**config.mk**
```make
export PLATFORM = sky130hd
export DESIGN_NAME = discrete_inverse_transform_sampler_flat
export DESIGN_NICKNAME = d
export VERILOG_FILES = /design/src/rtl/dits_pkg.sv /design/src/rtl/dits_if.sv /design/src/rtl/dits_front.sv /design/src/rtl/dits_back.sv /design/src/rtl/discrete_inverse_transform_sampler.sv /design/src/flat_wrapper.sv
export SDC_FILE = /design/constraint.sdc
export NUM_CORES = 2
export LEC_CHECK = 0
export ABC_CLOCK_PERIOD_IN_PS = 6700
export BUFFER_PORTS_ARGS = -buffer_cell sky130_fd_sc_hd__buf_2
export CORE_UTILIZATION = 60
export CTS_CLUSTER_SIZE = 12
export DETAILED_ROUTE_END_ITERATION = 16
export PLACE_DENSITY = 0.77
export REMOVE_ABC_BUFFERS = 1
export SLEW_MARGIN = 20
export SYNTH_ARGS = -nofsm -noshare
export SYNTH_HDL_FRONTEND = slang
export SYNTH_SLANG_ARGS = --single-unit
export TNS_END_PERCENT = 5
```
**constraint.sdc**
```tcl
create_clock -name clk_i -period 6.7 [get_ports clk_i]
set_input_delay 1.005 -clock clk_i [delete_from_list [all_inputs] [get_ports clk_i]]
set_output_delay 1.005 -clock clk_i [all_outputs]
set_load 0.03 [all_outputs]
```
**src/rtl/dits_pkg.sv**
```systemverilog
// Shared types and constants of the discrete inverse transform sampler.
package dits_pkg;

  localparam int unsigned IndexW = 5;
  localparam int unsigned ValueW = 32;
  localparam int unsigned ProbW  = 33;
  localparam int unsigned UniW   = 32;
  localparam int unsigned CountW = 6;

  typedef enum logic {
    OP_WRITE = 1'b0,
    OP_DRAW  = 1'b1
  } op_e;

  typedef struct packed {
    op_e                      op;
    logic [IndexW-1:0]        index;
    logic signed [ValueW-1:0] value;
    logic [ProbW-1:0]         prob;
    logic [UniW-1:0]          uniform;
  } cmd_t;

endpackage

```
**src/rtl/dits_if.sv**
```systemverilog
// Channel interfaces of the sampler: item input, result output, count config.
interface dits_in_if;
  import dits_pkg::*;

  logic                     valid;
  logic                     ready;
  logic                     opcode;
  logic [IndexW-1:0]        entry_index;
  logic signed [ValueW-1:0] entry_value;
  logic [ProbW-1:0]         entry_prob;
  logic [UniW-1:0]          uniform;

  modport source (
    output valid, opcode, entry_index, entry_value, entry_prob, uniform,
    input  ready
  );
  modport sink (
    input  valid, opcode, entry_index, entry_value, entry_prob, uniform,
    output ready
  );
endinterface

interface dits_out_if;
  import dits_pkg::*;

  logic                     valid;
  logic                     ready;
  logic signed [ValueW-1:0] sample_value;
  logic [IndexW-1:0]        sample_index;
  logic                     past_total;

  modport source (
    output valid, sample_value, sample_index, past_total,
    input  ready
  );
  modport sink (
    input  valid, sample_value, sample_index, past_total,
    output ready
  );
endinterface

interface dits_cfg_if;
  import dits_pkg::*;

  logic              valid;
  logic              ready;
  logic [CountW-1:0] entry_count;

  modport source (
    output valid, entry_count,
    input  ready
  );
  modport sink (
    input  valid, entry_count,
    output ready
  );
endinterface

```
**src/rtl/dits_front.sv**
```systemverilog
// Front end: accepts items, drops out-of-table writes, queues commands for the back end.
module dits_front #(
  parameter int unsigned MAX_ENTRIES = 32
) (
  input  logic             clk_i,
  input  logic             rst_ni,
  dits_in_if.sink          in_i,
  output logic             cmd_valid_o,
  input  logic             cmd_ready_i,
  output dits_pkg::cmd_t   cmd_o
);
  import dits_pkg::*;

  localparam int unsigned QDepth = 2;
  localparam int unsigned PtrW   = $clog2(QDepth);
  localparam int unsigned CntW   = $clog2(QDepth + 1);

  cmd_t            queue_q [QDepth];
  logic [PtrW-1:0] wr_ptr_q, wr_ptr_d;
  logic [PtrW-1:0] rd_ptr_q, rd_ptr_d;
  logic [CntW-1:0] cnt_q, cnt_d;

  cmd_t cmd_in;
  logic keep;
  logic push;
  logic pop;

  always_comb begin
    cmd_in.op      = op_e'(in_i.opcode);
    cmd_in.index   = in_i.entry_index;
    cmd_in.value   = in_i.entry_value;
    cmd_in.prob    = in_i.entry_prob;
    cmd_in.uniform = in_i.uniform;
  end

  // writes beyond the table are taken and dropped
  assign keep = (cmd_in.op == OP_DRAW) ||
                (32'(in_i.entry_index) < 32'(MAX_ENTRIES));

  assign in_i.ready  = (cnt_q != CntW'(QDepth));
  assign cmd_valid_o = (cnt_q != '0);
  assign cmd_o       = queue_q[rd_ptr_q];

  assign push = in_i.valid && in_i.ready && keep;
  assign pop  = cmd_valid_o && cmd_ready_i;

  always_comb begin
    wr_ptr_d = wr_ptr_q;
    rd_ptr_d = rd_ptr_q;
    cnt_d    = cnt_q;
    if (push) begin
      wr_ptr_d = (32'(wr_ptr_q) == QDepth - 1) ? '0 : wr_ptr_q + 1'b1;
    end
    if (pop) begin
      rd_ptr_d = (32'(rd_ptr_q) == QDepth - 1) ? '0 : rd_ptr_q + 1'b1;
    end
    if (push && !pop) begin
      cnt_d = cnt_q + 1'b1;
    end else if (pop && !push) begin
      cnt_d = cnt_q - 1'b1;
    end
  end

  always_ff @(posedge clk_i or negedge rst_ni) begin
    if (!rst_ni) begin
      wr_ptr_q <= '0;
      rd_ptr_q <= '0;
      cnt_q    <= '0;
    end else begin
      wr_ptr_q <= wr_ptr_d;
      rd_ptr_q <= rd_ptr_d;
      cnt_q    <= cnt_d;
    end
  end

  always_ff @(posedge clk_i) begin
    if (push) begin
      queue_q[wr_ptr_q] <= cmd_in;
    end
  end

endmodule

```
**src/rtl/dits_back.sv**
```systemverilog
// Back end: table memory, cumulative walk over entries, result register.
module dits_back #(
  parameter int unsigned MAX_ENTRIES = 32
) (
  input  logic                           clk_i,
  input  logic                           rst_ni,
  input  logic                           cmd_valid_i,
  output logic                           cmd_ready_o,
  input  dits_pkg::cmd_t                 cmd_i,
  input  logic [$clog2(MAX_ENTRIES)-1:0] last_i,
  dits_out_if.source                     out_o
);
  import dits_pkg::*;

  localparam int unsigned IdxW = $clog2(MAX_ENTRIES);
  localparam int unsigned SumW = ProbW + IdxW;

  typedef enum logic {
    ST_IDLE,
    ST_WALK
  } state_e;

  state_e state_q;

  logic [ValueW-1:0] value_mem [MAX_ENTRIES];
  logic [ProbW-1:0]  prob_mem  [MAX_ENTRIES];
  logic [ValueW-1:0] rd_value_q;
  logic [ProbW-1:0]  rd_prob_q;
  logic [IdxW-1:0]   rd_addr;
  logic              rd_en;

  logic [IdxW-1:0]   k_q;
  logic [IdxW-1:0]   last_q;
  logic [SumW-1:0]   sum_q;
  logic [UniW-1:0]   uni_q;

  logic [SumW-1:0]   sum_next;
  logic              hit;
  logic              done;
  logic              stall;
  logic              take;
  logic              wr_en;

  logic                     out_valid_q;
  logic signed [ValueW-1:0] out_value_q;
  logic [IndexW-1:0]        out_index_q;
  logic                     out_past_q;

  assign cmd_ready_o = (state_q == ST_IDLE);
  assign take        = cmd_valid_i && cmd_ready_o;
  assign wr_en       = take && (cmd_i.op == OP_WRITE);

  assign sum_next = sum_q + SumW'(rd_prob_q);
  assign hit      = SumW'(uni_q) < sum_next;
  assign done     = hit || (k_q == last_q);
  assign stall    = (state_q == ST_WALK) && done && out_valid_q && !out_o.ready;

  assign rd_addr = (state_q == ST_IDLE) ? '0 : k_q + 1'b1;
  assign rd_en   = !stall;

  always_ff @(posedge clk_i) begin
    if (wr_en) begin
      value_mem[IdxW'(cmd_i.index)] <= cmd_i.value;
      prob_mem[IdxW'(cmd_i.index)]  <= cmd_i.prob;
    end
    if (rd_en) begin
      rd_value_q <= value_mem[rd_addr];
      rd_prob_q  <= prob_mem[rd_addr];
    end
  end

  always_ff @(posedge clk_i or negedge rst_ni) begin
    if (!rst_ni) begin
      state_q     <= ST_IDLE;
      out_valid_q <= 1'b0;
      k_q         <= '0;
      sum_q       <= '0;
      last_q      <= '0;
      uni_q       <= '0;
      out_value_q <= '0;
      out_index_q <= '0;
      out_past_q  <= 1'b0;
    end else begin
      if ((state_q == ST_WALK) && done && !stall) begin
        out_valid_q <= 1'b1;
      end else if (out_valid_q && out_o.ready) begin
        out_valid_q <= 1'b0;
      end
      case (state_q)
        ST_IDLE: begin
          if (take && (cmd_i.op == OP_DRAW)) begin
            k_q     <= '0;
            sum_q   <= '0;
            last_q  <= last_i;
            uni_q   <= cmd_i.uniform;
            state_q <= ST_WALK;
          end
        end
        ST_WALK: begin
          if (!done) begin
            k_q   <= k_q + 1'b1;
            sum_q <= sum_next;
          end else if (!stall) begin
            out_value_q <= rd_value_q;
            out_index_q <= IndexW'(k_q);
            out_past_q  <= !hit;
            state_q     <= ST_IDLE;
          end
        end
        default: begin
          state_q <= ST_IDLE;
        end
      endcase
    end
  end

  assign out_o.valid        = out_valid_q;
  assign out_o.sample_value = out_value_q;
  assign out_o.sample_index = out_index_q;
  assign out_o.past_total   = out_past_q;

endmodule

```
**src/rtl/discrete_inverse_transform_sampler.sv**
```systemverilog
// Discrete inverse transform sampler: top level with entry count register.
// Write items (opcode 0) load one table entry of value and probability; draw
// items (opcode 1) return the first active entry whose running probability
// sum exceeds the uniform fraction, or the last active entry with past_total
// set. Items pass a two-deep command queue into the back end, which walks the
// table memory one entry per clock: a draw occupies the back end until the
// walk reaches the chosen entry, and holds there while an earlier result
// still waits to be taken; a write is done as it is accepted. The walk adds
// and compares on the registered memory read. The result sits in an output
// register, so the next item is taken while a result waits. Table entries
// hold no reset value; only written entries may be drawn. The entry count is
// written through the config channel, which is always ready; 0 counts as 1
// and values above MAX_ENTRIES saturate.
module discrete_inverse_transform_sampler #(
  parameter int unsigned MAX_ENTRIES = 32
) (
  input  logic        clk_i,
  input  logic        rst_ni,
  dits_cfg_if.sink    cfg_i,
  dits_in_if.sink     in_i,
  dits_out_if.source  out_o
);
  import dits_pkg::*;

  localparam int unsigned IdxW = $clog2(MAX_ENTRIES);

  logic [IdxW-1:0]   last_q, last_d;
  logic [CountW-1:0] cfg_cnt;

  logic cmd_valid;
  logic cmd_ready;
  cmd_t cmd;

  assign cfg_i.ready = 1'b1;
  assign cfg_cnt     = cfg_i.entry_count;

  always_comb begin
    if (cfg_cnt == '0) begin
      last_d = '0;
    end else if (32'(cfg_cnt) > 32'(MAX_ENTRIES)) begin
      last_d = IdxW'(MAX_ENTRIES - 1);
    end else begin
      last_d = IdxW'(cfg_cnt - 1'b1);
    end
  end

  always_ff @(posedge clk_i or negedge rst_ni) begin
    if (!rst_ni) begin
      last_q <= '0;
    end else if (cfg_i.valid && cfg_i.ready) begin
      last_q <= last_d;
    end
  end

  dits_front #(
    .MAX_ENTRIES(MAX_ENTRIES)
  ) u_front (
    .clk_i      (clk_i),
    .rst_ni     (rst_ni),
    .in_i       (in_i),
    .cmd_valid_o(cmd_valid),
    .cmd_ready_i(cmd_ready),
    .cmd_o      (cmd)
  );

  dits_back #(
    .MAX_ENTRIES(MAX_ENTRIES)
  ) u_back (
    .clk_i      (clk_i),
    .rst_ni     (rst_ni),
    .cmd_valid_i(cmd_valid),
    .cmd_ready_o(cmd_ready),
    .cmd_i      (cmd),
    .last_i     (last_q),
    .out_o      (out_o)
  );

endmodule
```
**src/flat_wrapper.sv**
```systemverilog
// flat-port wrapper written by rule: the top's interface ports become plain ports
module discrete_inverse_transform_sampler_flat import dits_pkg::*;
#(
  parameter int unsigned MAX_ENTRIES = 32
)
  (clk_i, rst_ni, cfg_i_valid, cfg_i_entry_count, cfg_i_ready, in_i_valid, in_i_opcode, in_i_entry_index, in_i_entry_value, in_i_entry_prob, in_i_uniform, in_i_ready, out_o_valid, out_o_sample_value, out_o_sample_index, out_o_past_total, out_o_ready);
  dits_cfg_if cfg_i_i ();
  dits_in_if in_i_i ();
  dits_out_if out_o_i ();
  input  logic clk_i;
  input  logic rst_ni;
  input wire logic [$bits(cfg_i_i.valid)-1:0] cfg_i_valid;
  input wire logic [$bits(cfg_i_i.entry_count)-1:0] cfg_i_entry_count;
  output wire logic [$bits(cfg_i_i.ready)-1:0] cfg_i_ready;
  input wire logic [$bits(in_i_i.valid)-1:0] in_i_valid;
  input wire logic [$bits(in_i_i.opcode)-1:0] in_i_opcode;
  input wire logic [$bits(in_i_i.entry_index)-1:0] in_i_entry_index;
  input wire logic [$bits(in_i_i.entry_value)-1:0] in_i_entry_value;
  input wire logic [$bits(in_i_i.entry_prob)-1:0] in_i_entry_prob;
  input wire logic [$bits(in_i_i.uniform)-1:0] in_i_uniform;
  output wire logic [$bits(in_i_i.ready)-1:0] in_i_ready;
  output wire logic [$bits(out_o_i.valid)-1:0] out_o_valid;
  output wire logic [$bits(out_o_i.sample_value)-1:0] out_o_sample_value;
  output wire logic [$bits(out_o_i.sample_index)-1:0] out_o_sample_index;
  output wire logic [$bits(out_o_i.past_total)-1:0] out_o_past_total;
  input wire logic [$bits(out_o_i.ready)-1:0] out_o_ready;
  assign cfg_i_i.valid = cfg_i_valid;
  assign cfg_i_i.entry_count = cfg_i_entry_count;
  assign cfg_i_ready = cfg_i_i.ready;
  assign in_i_i.valid = in_i_valid;
  assign in_i_i.opcode = in_i_opcode;
  assign in_i_i.entry_index = in_i_entry_index;
  assign in_i_i.entry_value = in_i_entry_value;
  assign in_i_i.entry_prob = in_i_entry_prob;
  assign in_i_i.uniform = in_i_uniform;
  assign in_i_ready = in_i_i.ready;
  assign out_o_valid = out_o_i.valid;
  assign out_o_sample_value = out_o_i.sample_value;
  assign out_o_sample_index = out_o_i.sample_index;
  assign out_o_past_total = out_o_i.past_total;
  assign out_o_i.ready = out_o_ready;
  discrete_inverse_transform_sampler #(.MAX_ENTRIES(MAX_ENTRIES)) u_core (.clk_i(clk_i), .rst_ni(rst_ni), .cfg_i(cfg_i_i), .in_i(in_i_i), .out_o(out_o_i));
endmodule
```
After elaboration in Yosys (flattened, before gate mapping):

Memory sizes are Yosys's and may differ from the RTL's. A register that Yosys moved wholly into a read port is not among the register bits.
Cells that the tools add are included.

* flip-flop bits (word level): 129
* bits in latches: 0
* RAM bits: 2286
* bits in read-only memories: 0
* output and inout bits: 41
* word-level logic and storage cells: 81
* memories: 3

* add/subtract/negate cells: 7
* multiply operators: 0
* div/mod/pow operators: 0
* magnitude comparators: 2
* eq/ne operators: 4
* shift operators: 0
* muxes and demuxes: 23
* bitwise gates (word level): 3
* reductions and logical operators: 26

Memory list
* u_core.u_back.prob_mem: depth 32, width 33, rd ports 1, clocked after Yosys merged registers in 1, write ports 1, line dits_back.sv:26 `logic [ProbW-1:0] prob_mem [MAX_ENTRIES];`
* u_core.u_back.value_mem: depth 32, width 32, rd ports 1, clocked after Yosys merged registers in 1, write ports 1, line dits_back.sv:25 `logic [ValueW-1:0] value_mem [MAX_ENTRIES];`
* u_core.u_front.queue_q: depth 2, width 103, rd ports 1, clocked after Yosys merged registers in 0, write ports 1, line dits_front.sv:18 `cmd_t queue_q [QDepth];`

Operators with widths (number)
* $mux W38: 2
* $pmux W38 S2: 1
* $add A38 B33 Y38: 1
* $lt A32 B38 Y1: 1
* $mux W5: 5
* $logic_and A1 B1 Y1: 11
* $mux W1: 11
* $pmux W5 S2: 1
* $logic_not A1 Y1: 7
* $gt A6 B6 Y1 const B: 1
* $logic_not A6 Y1: 1
* $ne A2 B2 Y1 const B: 3
* $reduce_bool A2 Y1: 3
* $add A5 B1 Y5 const B: 1
* $eq A5 B5 Y1: 1
* $sub A5 B1 Y5 const B: 1
* $mux W2: 2
* $reduce_and A2 Y1: 2
* $not A1 Y1: 3
* $reduce_and A3 Y1: 1
* $add A1 B1 Y1 const B: 2
* $add A2 B1 Y2 const B: 1
* $pmux W1 S2: 1
* $sub A2 B1 Y2 const B: 1
* $logic_or A1 B1 Y1: 1

Logic depth before layout (Yosys ltp):

* depth in word-level cells: 9
* mapped depth: 22

Hierarchy:

From an unflattened synthesis, not the netlist that was laid out.

* cell total of the unflattened synthesis: 4796
* area, all modules: 96183.5 um^2

Modules (own cells, without submodules)
* dits_back: instances 1, cells each 4415, area each 87951.9 um^2, seq. area each 67414.7 um^2
* dits_front: instances 1, cells each 339, area each 7878.8 um^2, seq. area each 6286.0 um^2
* discrete_inverse_transform_sampler: instances 1, cells each 42, area each 352.8 um^2, seq. area each 125.1 um^2

Least setup slack after synthesis:

No wires, ideal clock.

* path kind: input to register
* start: input in_i_valid
* end: memory u_core.u_front.queue_q[0][0] in the netlist's numbering, enable pin
* library setup time: 0.566 ns
* data arrival time: 5.393 ns
* data required time: 6.134 ns
* path slack: 0.741 ns
* stages on the path: 2
* buffers on the path: 0
* cells stage by stage: nand2_1 -> nor2_1

* longest elaborated chain between the ends: 3

RTL lines
* start: declaration: line flat_wrapper.sv:15 `input wire logic [$bits(in_i_i.valid)-1:0] in_i_valid;`
* $logic_and A1 B1 Y1: line dits_front.sv:44 `assign push = in_i.valid && in_i.ready && keep;`
* $mux W1: line dits_front.sv:77 `if (push) begin`
* $mux W1 (implied by the code): line dits_front.sv:78 `queue_q[wr_ptr_q] <= cmd_in;`
* end: declaration: line dits_front.sv:18

Every way passes these cells.

Worst setup path in the final report:

* start: register u_core.u_back.sum_q[0]
* end: register u_core.u_back.rd_value_q[11] (read register of u_core.u_back.value_mem), enable pin

* longest elaborated chain between the ends: 7

RTL lines
* start: declaration: line dits_back.sv:34 `logic [SumW-1:0] sum_q;`
* start signal: assignment: line dits_back.sv:102 `sum_q <= sum_next;`
* $add A38 B33 Y38: line dits_back.sv:53 `assign sum_next = sum_q + SumW'(rd_prob_q);`
* $lt A32 B38 Y1: line dits_back.sv:54 `assign hit = SumW'(uni_q) < sum_next;`
* $logic_or A1 B1 Y1: line dits_back.sv:55 `assign done = hit || (k_q == last_q);`
* $logic_and A1 B1 Y1 (3 in a row): line dits_back.sv:56 `assign stall = (state_q == ST_WALK) && done && out_valid_q && !out_o.ready;`
* $logic_not A1 Y1 (no line)
* end: declaration: line dits_back.sv:27 `logic [ValueW-1:0] rd_value_q;`

Every way passes these cells.
A chain may end at the register's enable or synchronous reset.

==> flow_metrics.tcl <==
set metrics [dict create \
    outcome "complete, no violations" \
    drv_slew 0 \
    drcViolationCount 0 \
    period_share_pct 84.0 \
    netlist_area_um2 95700 \
    cellLeakagePower_nw 34.3 \
    syn_avg_cell_area_um2 19.8 \
    cts_sinks 2480 \
    clock.fmax_ghz 0.178 \
    pwr-share-clk_pct 29.1 \
    drt-initial-drc-count 6825 \
    numCtsBuffers 237 \
    root_buffer "clkbuf_16" \
    cp-start-kind "flop" \
    rows 146 \
    synth.distinct_cells 69 \
    hold_viol 0 \
    power.density_nw_per_um2 397 \
    rsz0062_at_grt "false" \
    cts_resized 0 \
    switchingPower_mw 12.3 \
    finalSetupViolations 0 \
    num_vias 50034 \
    grt_pass1_wl_um 331000 \
    port-buffer-count 153 \
    yosysMostFrequentCell "edfxtp_1" \
    drive_above_1_share_pct 21.8 \
    worst_setup_path_end_kind "flop" \
    path_class "flop to flop" \
    combPwrFrac_pct 22.3 \
    max-slew-margin-rel_pct 20.6 \
    wire_per_inst_um 31.4 \
    p_int_mw 30.0 \
    peakVddDrop_v 0.000394 \
    synth-async-reset-ratio_pct 5.20 \
    post_dp_cell_area_um2 99300 \
    htree_levels 4 \
    fp.coreArea_um2 158000 \
    nets 5192 \
    final_cell_area_um2 106000 \
    period_needed_ns 5.63 \
    grt_pass1_vias 49735 \
    wirelength_um 228000 \
    dieArea_um2 161000 \
    cap_violations 0 \
    crit_required_ns 7.17 \
    hpwlAfterDp_um 110000 \
    cts_tree "built" \
    avgViaCountPerCell 6.89 \
    synthTopCellsByCount "edfxtp_1, mux4_2, o21ai_0" \
    postCtsSetupBuffers 0 \
    synth.area.top_cells "edfxtp_1, mux4_2, dfrtp_1, o221ai_1, o22ai_1" \
    ys.warnings.count 0 \
    yosysTopAreaCellShare_pct 73.8 \
    fin_skew_ns 0.0389 \
    pin_count 155 \
    synthCells 4837 \
    ctsHoldBuffers 0 \
    area_growth_syn_to_layout_pct 11.2 \
    hp-class "input port to async pin" \
    clockBufferDepth 3 \
    gp_congestion 0.891 \
    grt-ovfl-total 0 \
    grt_usage_pct 28.2 \
    initial_core_util_pct 60.4 \
    synth-edff-count 2351 \
    worst_slew_pin_slew_ns 1.19 \
    arrival_ns 6.10 \
    die_y_um 401 \
    regToRegStartpoint "u_core.u_back.sum_q[0]" \
    timing.hold.ws_ns 0.0484 \
    cp_max_fo 65 \
    grt_max_degree 192 \
    ys_ff_latch 2480 \
    seq_power_share_pct 48.6 \
    yosysTopAreaCell "edfxtp_1" \
    synth_flop_cell "edfxtp_1" \
    antenna_found_initial 4 \
    clkTransAtPathRegs_ns 0.06 \
    die_width_um 401 \
    first_pass_iters 5 \
    antenna_left 0 \
    switching_share_pct 29.0 \
    cp-startpoint "u_core.u_back.sum_q[0]" \
    clk_latency_ns 0.86 \
    seq_area_frac_synth_pct 77.2 \
]
## critical path, stage by stage, from the launching register on
cell and delay, ns:
dfrtp_1 0.35, ha_1 0.19, inv_1 0.06, fa_1 0.41
nand2b_1 0.18, a21oi_1 0.31, nor2_1 0.13, o21ai_0 0.33
a21oi_1 0.17, xor2_1 0.18, ha_1 0.31, nand4_1 0.09
o41ai_1 0.52, a21oi_1 0.20, o41a_1 0.51, nor4_4 0.47
nand2_1 0.19, nand3_4 0.13, buf_12 0.39
## flip-flops by register name, indices dropped and copies added (netlist names), 32 cells and up
register and flops:
u_core.u_back.value_mem 1024, u_core.u_front.queue_q 206, u_core.u_back.uni_q 32, u_core.u_back.rd_value_q 32, u_core.u_back.sum_q 38, u_core.u_back.out_o.sample_value 32, u_core.u_back.rd_prob_q 33, u_core.u_back.prob_mem 1056
## through the flow
| step | worst slack, ns | utilization, % | TNS [ns] | power [mW] | instances |
|---|---|---|---|---|---|
| 3_5_place_dp | 1.08 | 62.7 | 0 | 30.1 | 6839 |
| 3_3_place_gp | 1.12 | 62.7 | 0 | 29.7 | 6839 |
| 6_report | 1.07 | 67.2 | 0 | 42.3 | 7260 |
| 4_1_cts | 1.01 | 67.1 | 0 | 42.3 | 7255 |
| 5_1_grt | 0.752 | 67.2 | 0 | 43.7 | 7258 |
| 2_1_floorplan | -68.90 | - | -5179.77 | 28.5 | 4527 |
## metal layers
layer  vias to the layer above  wire (um)  global-route usage (%)  share of wire, %
met5                         -          0                       0                 0
met4                         0       6810                    9.04               3.0
met3                       486      23200                    5.26                10
met2                      3200     111000                    45.3                49
met1                     25741      86300                    39.8                38
li1                      20607          -                       -                 -
## path summary, 6_finish.rpt
kind,endpoint,slack [ns],cells past startpoint
setup reg to reg,u_core.u_back.rd_value_q[11],1.07,18
max in group asynchronous,u_core.u_front.rd_ptr_q,5.29,2
min in group clk_i,u_core.u_front.queue_q[0][77],0.33,1
setup / recovery,u_core.u_back.rd_value_q[11],1.07,18
hold reg to reg,u_core.u_back.out_o.sample_value[24],0.47,1
hold / removal,u_core.u_back.uni_q[2],0.05,1
## area by class of cell
class	instances	area, um^2
Antenna cell	2	5.00
Clock buffer	378	6620
Clock inverter	38	437
Fill cell	9636	52000
Inverter	24	90.1
Multi-Input combinational cell	2023	20800
Sequential cell	2480	73800
Tap cell	2072	2590
Timing Repair Buffer	243	1990
## layout by cell type (no fill, tap or decap), types with 18 or more instances in the layout
cell	instances
inv_1	24
buf_4	47
o221ai_1	260
o22ai_1	262
nand3_1	20
xnor2_1	24
nor2_1	28
buf_2	152
buf_12	40
nor2_4	35
ha_1	68
mux2_2	144
mux2_4	18
clkbuf_1	127
mux4_2	390
clkbuf_16	239
mux2i_1	73
xor2_1	22
edfxtp_1	2351
dfrtp_1	127
o21ai_0	325
a21oi_1	61
nand2_1	143
## power by group through the flow
stage	sequential [mW]	clock, mW	combinational (mW)
floorplan	21.0	0	7.47
global placement	20.8	0	8.95
detailed placement	20.8	0	9.26
CTS	20.6	12.4	9.34
finish	20.6	12.3	9.42
global route	20.6	13.0	10.1
## cells by family after synthesis
group / Yosys count / synth area share [%]
compound gates: 974 / 6.69
mux: 637 / 12.1
simple gates: 294 / 1.36
other cells: 1 / 0.00392
buf+inv: 334 / 1.36
fa+ha+maj: 71 / 0.931
xor+xnor: 46 / 0.421
flops: 2480 / 77.2
No activity file was read; power rests on OpenSTA's default activity.
